$ cat config.mk
export PLATFORM = sky130hd
export DESIGN_NAME = fraction_reducer_unit
export DESIGN_NICKNAME = d
export VERILOG_FILES = /design/src/hw/rtl/frr_pkg.sv /design/src/hw/rtl/frr_divider.sv /design/src/hw/rtl/fraction_reducer_unit.sv
export SDC_FILE = /design/constraint.sdc
export NUM_CORES = 1
export LEC_CHECK = 0
export ABC_CLOCK_PERIOD_IN_PS = 7400
export BUFFER_PORTS_ARGS = -buffer_cell sky130_fd_sc_hd__buf_2
export CAP_MARGIN = 25
export CORE_AREA = 3 3 184 186
export DETAILED_ROUTE_END_ITERATION = 10
export DIE_AREA = 0 0 187 189
export SLEW_MARGIN = 5
export SYNTH_ARGS = -nofsm -noshare
export SYNTH_HDL_FRONTEND = slang
export SYNTH_SLANG_ARGS = --single-unit
$ cat constraint.sdc
create_clock -name clock -period 7.4 [get_ports clock]
set_clock_uncertainty 0.05 [all_clocks]
set_input_delay 0.74 -clock clock [delete_from_list [all_inputs] [get_ports clock]]
set_output_delay 0.74 -clock clock [all_outputs]
set_load 0.02 [all_outputs]
$ cat src/hw/rtl/frr_pkg.sv
// shared widths and codes for the fraction reducer
package frr_pkg;

   localparam int WIDTH = 16;
   localparam int CNT_W = $clog2(WIDTH + 1);
   localparam int K_W   = $clog2(WIDTH);

   typedef enum logic [1:0] {
      STATUS_REDUCED  = 2'd0,
      STATUS_ZERO_DEN = 2'd1,
      STATUS_EXACT    = 2'd2
   } status_type;

endpackage

$ cat src/hw/rtl/frr_divider.sv
// bit-serial restoring divider, one quotient bit per cycle
module frr_divider (
   input  logic                     clock,
   input  logic                     reset,
   input  logic                     start,
   input  logic [frr_pkg::WIDTH-1:0] dividend,
   input  logic [frr_pkg::WIDTH-1:0] divisor,
   output logic                     done,
   output logic [frr_pkg::WIDTH-1:0] quotient,
   output logic [frr_pkg::WIDTH-1:0] remainder
);

   logic [frr_pkg::WIDTH-1:0] quo_ff;
   logic [frr_pkg::WIDTH-1:0] rem_ff;
   logic [frr_pkg::WIDTH-1:0] divisor_ff;
   logic [frr_pkg::CNT_W-1:0] cnt_ff;
   logic                      done_ff;
   logic [frr_pkg::WIDTH:0]   shifted;
   logic [frr_pkg::WIDTH:0]   diff;
   logic                      fit;

   assign shifted = {rem_ff, quo_ff[frr_pkg::WIDTH-1]};
   assign diff    = shifted - {1'b0, divisor_ff};
   assign fit     = !diff[frr_pkg::WIDTH];

   always_ff @(posedge clock) begin
      if (reset) begin
         cnt_ff  <= '0;
         done_ff <= 1'b0;
      end else begin
         done_ff <= 1'b0;
         if (start) begin
            quo_ff     <= dividend;
            rem_ff     <= '0;
            divisor_ff <= divisor;
            cnt_ff     <= frr_pkg::CNT_W'(frr_pkg::WIDTH);
         end else if (cnt_ff != '0) begin
            rem_ff  <= fit ? diff[frr_pkg::WIDTH-1:0] : shifted[frr_pkg::WIDTH-1:0];
            quo_ff  <= {quo_ff[frr_pkg::WIDTH-2:0], fit};
            cnt_ff  <= cnt_ff - frr_pkg::CNT_W'(1);
            done_ff <= (cnt_ff == frr_pkg::CNT_W'(1));
         end
      end
   end

   assign done      = done_ff;
   assign quotient  = quo_ff;
   assign remainder = rem_ff;

endmodule

$ cat src/hw/rtl/fraction_reducer_unit.sv
// fraction reducer top level: divide, binary gcd, then reduce both terms
//
// Input channel req_: numerator and denominator, taken when req_valid is high
// and req_stall is low. req_stall is high while an item is being worked on.
// Result channel rsp_: status, whole_part, reduced_num, reduced_den, taken
// when rsp_valid is high and rsp_stall is low. One result per item, in order.
// Work per item, at the 16-bit width:
//   zero denominator: no divide, the result is formed directly
//   exact integer: one serial divide
//   proper fraction: three serial divides (whole part, then remainder
//   and denominator by the gcd) plus the binary gcd, one shift or subtract
//   per cycle.
// One item is in work at a time; the next transfer is taken as soon as the
// previous result has been moved into the output register, even if that
// result is still stalled. A stalled result holds the block in its final
// step until the output register frees up.
// Reset (synchronous, active high) empties the output register and returns
// the block to waiting for an input transfer.
module fraction_reducer_unit (
   input  logic                      clock,
   input  logic                      reset,
   input  logic                      req_valid,
   output logic                      req_stall,
   input  logic [frr_pkg::WIDTH-1:0] req_numerator,
   input  logic [frr_pkg::WIDTH-1:0] req_denominator,
   output logic                      rsp_valid,
   input  logic                      rsp_stall,
   output logic [1:0]                rsp_status,
   output logic [frr_pkg::WIDTH-1:0] rsp_whole_part,
   output logic [frr_pkg::WIDTH-1:0] rsp_reduced_num,
   output logic [frr_pkg::WIDTH-1:0] rsp_reduced_den
);

   typedef enum logic [2:0] {
      S_IDLE,
      S_DIV_WHOLE,
      S_TWOS,
      S_GCD,
      S_DIV_NUM,
      S_DIV_DEN,
      S_DONE
   } state_type;

   state_type                 state_ff;
   frr_pkg::status_type       status_ff;
   logic [frr_pkg::WIDTH-1:0] num_ff;
   logic [frr_pkg::WIDTH-1:0] den_ff;
   logic [frr_pkg::WIDTH-1:0] rem_ff;
   logic [frr_pkg::WIDTH-1:0] whole_ff;
   logic [frr_pkg::WIDTH-1:0] rn_ff;
   logic [frr_pkg::WIDTH-1:0] rd_ff;
   logic [frr_pkg::WIDTH-1:0] a_ff;
   logic [frr_pkg::WIDTH-1:0] b_ff;
   logic [frr_pkg::WIDTH-1:0] g_ff;
   logic [frr_pkg::K_W-1:0]   k_ff;
   logic                      div_start_ff;
   logic [frr_pkg::WIDTH-1:0] div_a_ff;
   logic [frr_pkg::WIDTH-1:0] div_b_ff;
   logic                      rsp_valid_ff;
   frr_pkg::status_type       rsp_status_ff;
   logic [frr_pkg::WIDTH-1:0] rsp_whole_ff;
   logic [frr_pkg::WIDTH-1:0] rsp_rn_ff;
   logic [frr_pkg::WIDTH-1:0] rsp_rd_ff;

   logic                      div_done;
   logic [frr_pkg::WIDTH-1:0] div_quo;
   logic [frr_pkg::WIDTH-1:0] div_rem;
   logic [frr_pkg::WIDTH-1:0] gcd_val;

   frr_divider u_divider (
      .clock     (clock),
      .reset     (reset),
      .start     (div_start_ff),
      .dividend  (div_a_ff),
      .divisor   (div_b_ff),
      .done      (div_done),
      .quotient  (div_quo),
      .remainder (div_rem)
   );

   assign gcd_val = a_ff << k_ff;

   always_ff @(posedge clock) begin
      if (reset) begin
         state_ff     <= S_IDLE;
         div_start_ff <= 1'b0;
         rsp_valid_ff <= 1'b0;
      end else begin
         div_start_ff <= 1'b0;
         if (rsp_valid_ff && !rsp_stall) begin
            rsp_valid_ff <= 1'b0;
         end
         case (state_ff)
            S_IDLE: begin
               if (req_valid) begin
                  num_ff <= req_numerator;
                  den_ff <= req_denominator;
                  if (req_denominator == '0) begin
                     status_ff <= frr_pkg::STATUS_ZERO_DEN;
                     whole_ff  <= '0;
                     rn_ff     <= req_numerator;
                     rd_ff     <= req_denominator;
                     state_ff  <= S_DONE;
                  end else begin
                     div_a_ff     <= req_numerator;
                     div_b_ff     <= req_denominator;
                     div_start_ff <= 1'b1;
                     state_ff     <= S_DIV_WHOLE;
                  end
               end
            end
            S_DIV_WHOLE: begin
               if (div_done) begin
                  whole_ff <= div_quo;
                  rem_ff   <= div_rem;
                  if (div_rem == '0) begin
                     status_ff <= frr_pkg::STATUS_EXACT;
                     rn_ff     <= num_ff;
                     rd_ff     <= den_ff;
                     state_ff  <= S_DONE;
                  end else begin
                     status_ff <= frr_pkg::STATUS_REDUCED;
                     a_ff      <= div_rem;
                     b_ff      <= den_ff;
                     k_ff      <= '0;
                     state_ff  <= S_TWOS;
                  end
               end
            end
            S_TWOS: begin
               // strip common factors of two
               if (!a_ff[0] && !b_ff[0]) begin
                  a_ff <= a_ff >> 1;
                  b_ff <= b_ff >> 1;
                  k_ff <= k_ff + frr_pkg::K_W'(1);
               end else begin
                  state_ff <= S_GCD;
               end
            end
            S_GCD: begin
               if (!a_ff[0]) begin
                  a_ff <= a_ff >> 1;
               end else if (!b_ff[0]) begin
                  b_ff <= b_ff >> 1;
               end else if (a_ff == b_ff) begin
                  g_ff         <= gcd_val;
                  div_a_ff     <= rem_ff;
                  div_b_ff     <= gcd_val;
                  div_start_ff <= 1'b1;
                  state_ff     <= S_DIV_NUM;
               end else if (a_ff > b_ff) begin
                  a_ff <= a_ff - b_ff;
               end else begin
                  b_ff <= b_ff - a_ff;
               end
            end
            S_DIV_NUM: begin
               if (div_done) begin
                  rn_ff        <= div_quo;
                  div_a_ff     <= den_ff;
                  div_b_ff     <= g_ff;
                  div_start_ff <= 1'b1;
                  state_ff     <= S_DIV_DEN;
               end
            end
            S_DIV_DEN: begin
               if (div_done) begin
                  rd_ff    <= div_quo;
                  state_ff <= S_DONE;
               end
            end
            S_DONE: begin
               if (!rsp_valid_ff || !rsp_stall) begin
                  rsp_valid_ff  <= 1'b1;
                  rsp_status_ff <= status_ff;
                  rsp_whole_ff  <= whole_ff;
                  rsp_rn_ff     <= rn_ff;
                  rsp_rd_ff     <= rd_ff;
                  state_ff      <= S_IDLE;
               end
            end
            default: begin
               state_ff <= S_IDLE;
            end
         endcase
      end
   end

   assign req_stall       = (state_ff != S_IDLE);
   assign rsp_valid       = rsp_valid_ff;
   assign rsp_status      = rsp_status_ff;
   assign rsp_whole_part  = rsp_whole_ff;
   assign rsp_reduced_num = rsp_rn_ff;
   assign rsp_reduced_den = rsp_rd_ff;

endmodule
==> results.toml <==
[place]
port-buffer-count = 87
placed_cell_area_sq_um = 15370
gp_congestion = 0.8644
hpwlAfterDp_um = 26460
place_ws_ns = 3.241

[route]
drtAntennaViolNets = 0
vias = 9806
firstDrtPassIters = 5
drtIter0Drc = 1027
drc = 0
vias_per_cell = 5.556
wl_um = 37170
wl_per_cell_um = 21.06

[floorplan]
die_w_um = 187
dieArea_sq_um = 35340
die_height_um = 189
fp-row-count = 66
io_pins = 88
core_sq_um = 32450
initial_core_util_pct = 44.56

[timing]
min_period_over_period_pct = 56.80
tns_ns = 0
timing.final.ws_setup_ns = 3.197
setup_viol = 0
max_slew.worst_pin.slew_ns = 0.9167
max-slew-margin-rel_pct = 38.61
final.min_clock_period_ns = 4.203
grt_setup_unrepaired = "false"
maxSlewViolCount = 0
hold_viol = 0
fmax_mhz = 237.9

[finish]
syn2layout_area_growth_pct = 13.42
layout_common_cells = "edfxtp_1 (280), nand2_1 (146), o21ai_0 (92), buf_2 (87), a22oi_1 (72)"
finish.instance_area_sq_um = 16400
nets = 1392
diodes = 0
layout_commonest_cell = "edfxtp_1"
drive_gt1_share_pct = 15.50

[setup_path]
critPathMaxFanout = 18
rr_endpoint = "rd_ff[12]"
cp.required_ns = 7.60
slowest_delay_ns = 0.73
worstPathCellList = "nor2_2 > and2_1 > inv_1 > nor4_2 > nor2_1 > a211oi_2 > buf_4"
worst_ep_arrival_time_ns = 4.40
path_class = "reg2reg"
reg2regPathDepth = 7
r2r_start = "state_ff[1]"
slowest_stage = "and2_1"
start_kind = "flip-flop"
cp-end-kind = "flip-flop"
regToRegSetupSlack_ns = 3.20

[flow_run]
drv_cap = 0

[global_route]
grt-ovfl-total = 0
grt_max_degree = 52
grt_pass1_vias = 9648
grt_pass1_wl_um = 57380
grtUsageTotal_pct = 20.78
antenna_found_initial = 0

[yosys]
synth-compound-area-share_pct = 13.29
synth-simple-area-share_pct = 10.59
synth_edf_count = 280
ys_async_sr_fraction_pct = 0
yosysWarningCount = 0
synth_cells = 1226
synth_seq_cells = 291
synth_xor_area_share_pct = 2.604
synth_cell_type_count = 63
synth_top_cell_area_share_pct = 58.14
ys.flop_type = "edfxtp_1"
synth_area_sq_um = 14460
netlist_top_cells_area = "edfxtp_1 (58%), ha_1 (4.6%), nand2_1 (3.8%)"
synth_top_cell_by_area = "edfxtp_1"
synthMuxAreaShare_pct = 5.070
syn_area_per_cell_sq_um = 11.80
ys_seq_area_share_pct = 59.66
syn_nets = 1318
synthAdderAreaFrac_pct = 5.000
synth_top_family_by_area = "compound AO/OA/AOI/OAI gates"

[clock_tree]
cts_tree = "built"
path_clk_slew_ns = 0.06
cts-buffers-inserted = 30
cts_resized = 0
cts.path.max_buffers = 3
root_buffer = "clkbuf_16"
cts_hold_buf = 0
postCtsSetupBuffers = 0
h-tree-depth = 1
cts.sinks = 291
clkLatencyLatePin_ns = 0.55

[pwr]
p_leak_uw = 0.006244
ir_worst_vdd_uv = 163.4
powerDensity_nw_per_um2 = 360.8

[worst_hold_path]
hp-start = "whole_ff[0]"
min_to = "rsp_whole_part[0]"
hp-class = "reg2reg"
whs_path_depth = 0

[outcome]
outcome = "complete, no violations"
==> area by class of cell <==
class                      count  area (sq um)
clock buffer                  33         783.3
clock inverter                22         225.2
fill                        2815         16050
inverter                      68         255.2
multi-input combinational    800          5334
sequential                   291          8628
tap                          442         553.0
timing repair buffer         109         624.3
==> critical path, delay by kind of cell, from the launching register on <==
kind                   cells  cell delay, ns
AO/OA/AOI/OAI              1            0.63
buffers and inverters      2            0.52
flip-flops                 1            0.53
AND/OR/NAND/NOR            4            2.15
==> state kept, by name, summed over array words and instances, names as in the netlist, 5 cells and up <==
name	cells
u_divider.remainder	16
u_divider.quotient	16
div_a_ff	16
rn_ff	16
rsp_reduced_num	16
div_b_ff	16
a_ff	16
whole_ff	16
rsp_reduced_den	16
g_ff	16
u_divider.divisor_ff	16
num_ff	16
u_divider.cnt_ff	5
rsp_whole_part	16
b_ff	16
rem_ff	16
rd_ff	16
den_ff	16
==> through the flow <==
stage	total power (uW)	hold WS [ns]	cells	utilization, %
global route	6256	0.3583	1765	50.54
detailed placement	4394	0.3545	1709	47.35
floorplan	3788	0.3503	1226	-
global placement	4363	0.3522	1706	47.27
finish	5919	0.3661	1765	50.54
CTS	5947	0.3540	1764	50.46
==> power breakdown <==
group | switching, uW | total, uW | internal (uW) | leakage (uW)
logic | 1120 | 1820 | 702 | 0.00309
registers | 294 | 2560 | 2270 | 0.00267
clock network | 637 | 1540 | 904 | 0.000491
==> metal layers <==
layer | track usage [%] | up-vias | wire [um]
met4 | 6.892 | 0 | 1134
met3 | 2.851 | 64 | 2515
met2 | 34.20 | 377 | 17060
met1 | 28.65 | 4678 | 16460
met5 | 0 | - | 0
li1 | - | 4687 | -
==> worst max path at each step <==
| stage | start | end | slack, ns | cells past startpoint |
|---|---|---|---|---|
| 6_report | state_ff[1] | rd_ff[12] | 3.20 | 7 |
| 5_1_grt | state_ff[1] | rd_ff[12] | 2.88 | 7 |
| 4_1_cts | state_ff[1] | rd_ff[12] | 3.25 | 7 |
| 3_5_place_dp | state_ff[1] | rd_ff[12] | 3.24 | 7 |
| 3_3_place_gp | state_ff[1] | rd_ff[11] | 3.35 | 7 |
| 2_1_floorplan | state_ff[0] | rsp_reduced_den[0] | 1.94 | 5 |
==> synthesized netlist by cell type, drive strengths merged, types with 9 or more instances <==
cell	instances
a211oi	16
mux2i	44
xor2	16
dfxtp	11
mux2	24
o21ai	93
a21o	13
nor2	71
nand3	10
buf	24
edfxtp	280
and2	9
a21oi	59
nor3	28
clkbuf	43
xnor2	27
nand2	146
nand2b	13
a22oi	72
inv	68
ha	53
and3	21
==> kinds of logic (layout without fill, tap and decap cells) <==
group / Yosys count / in the layout
simple gates: 331 / 331
compound gates: 301 / 301
flops: 291 / 291
buf+inv: 135 / 232
mux: 69 / 69
fa+ha+maj: 56 / 56
xor+xnor: 43 / 43
Power figures use the tool's default switching activity.
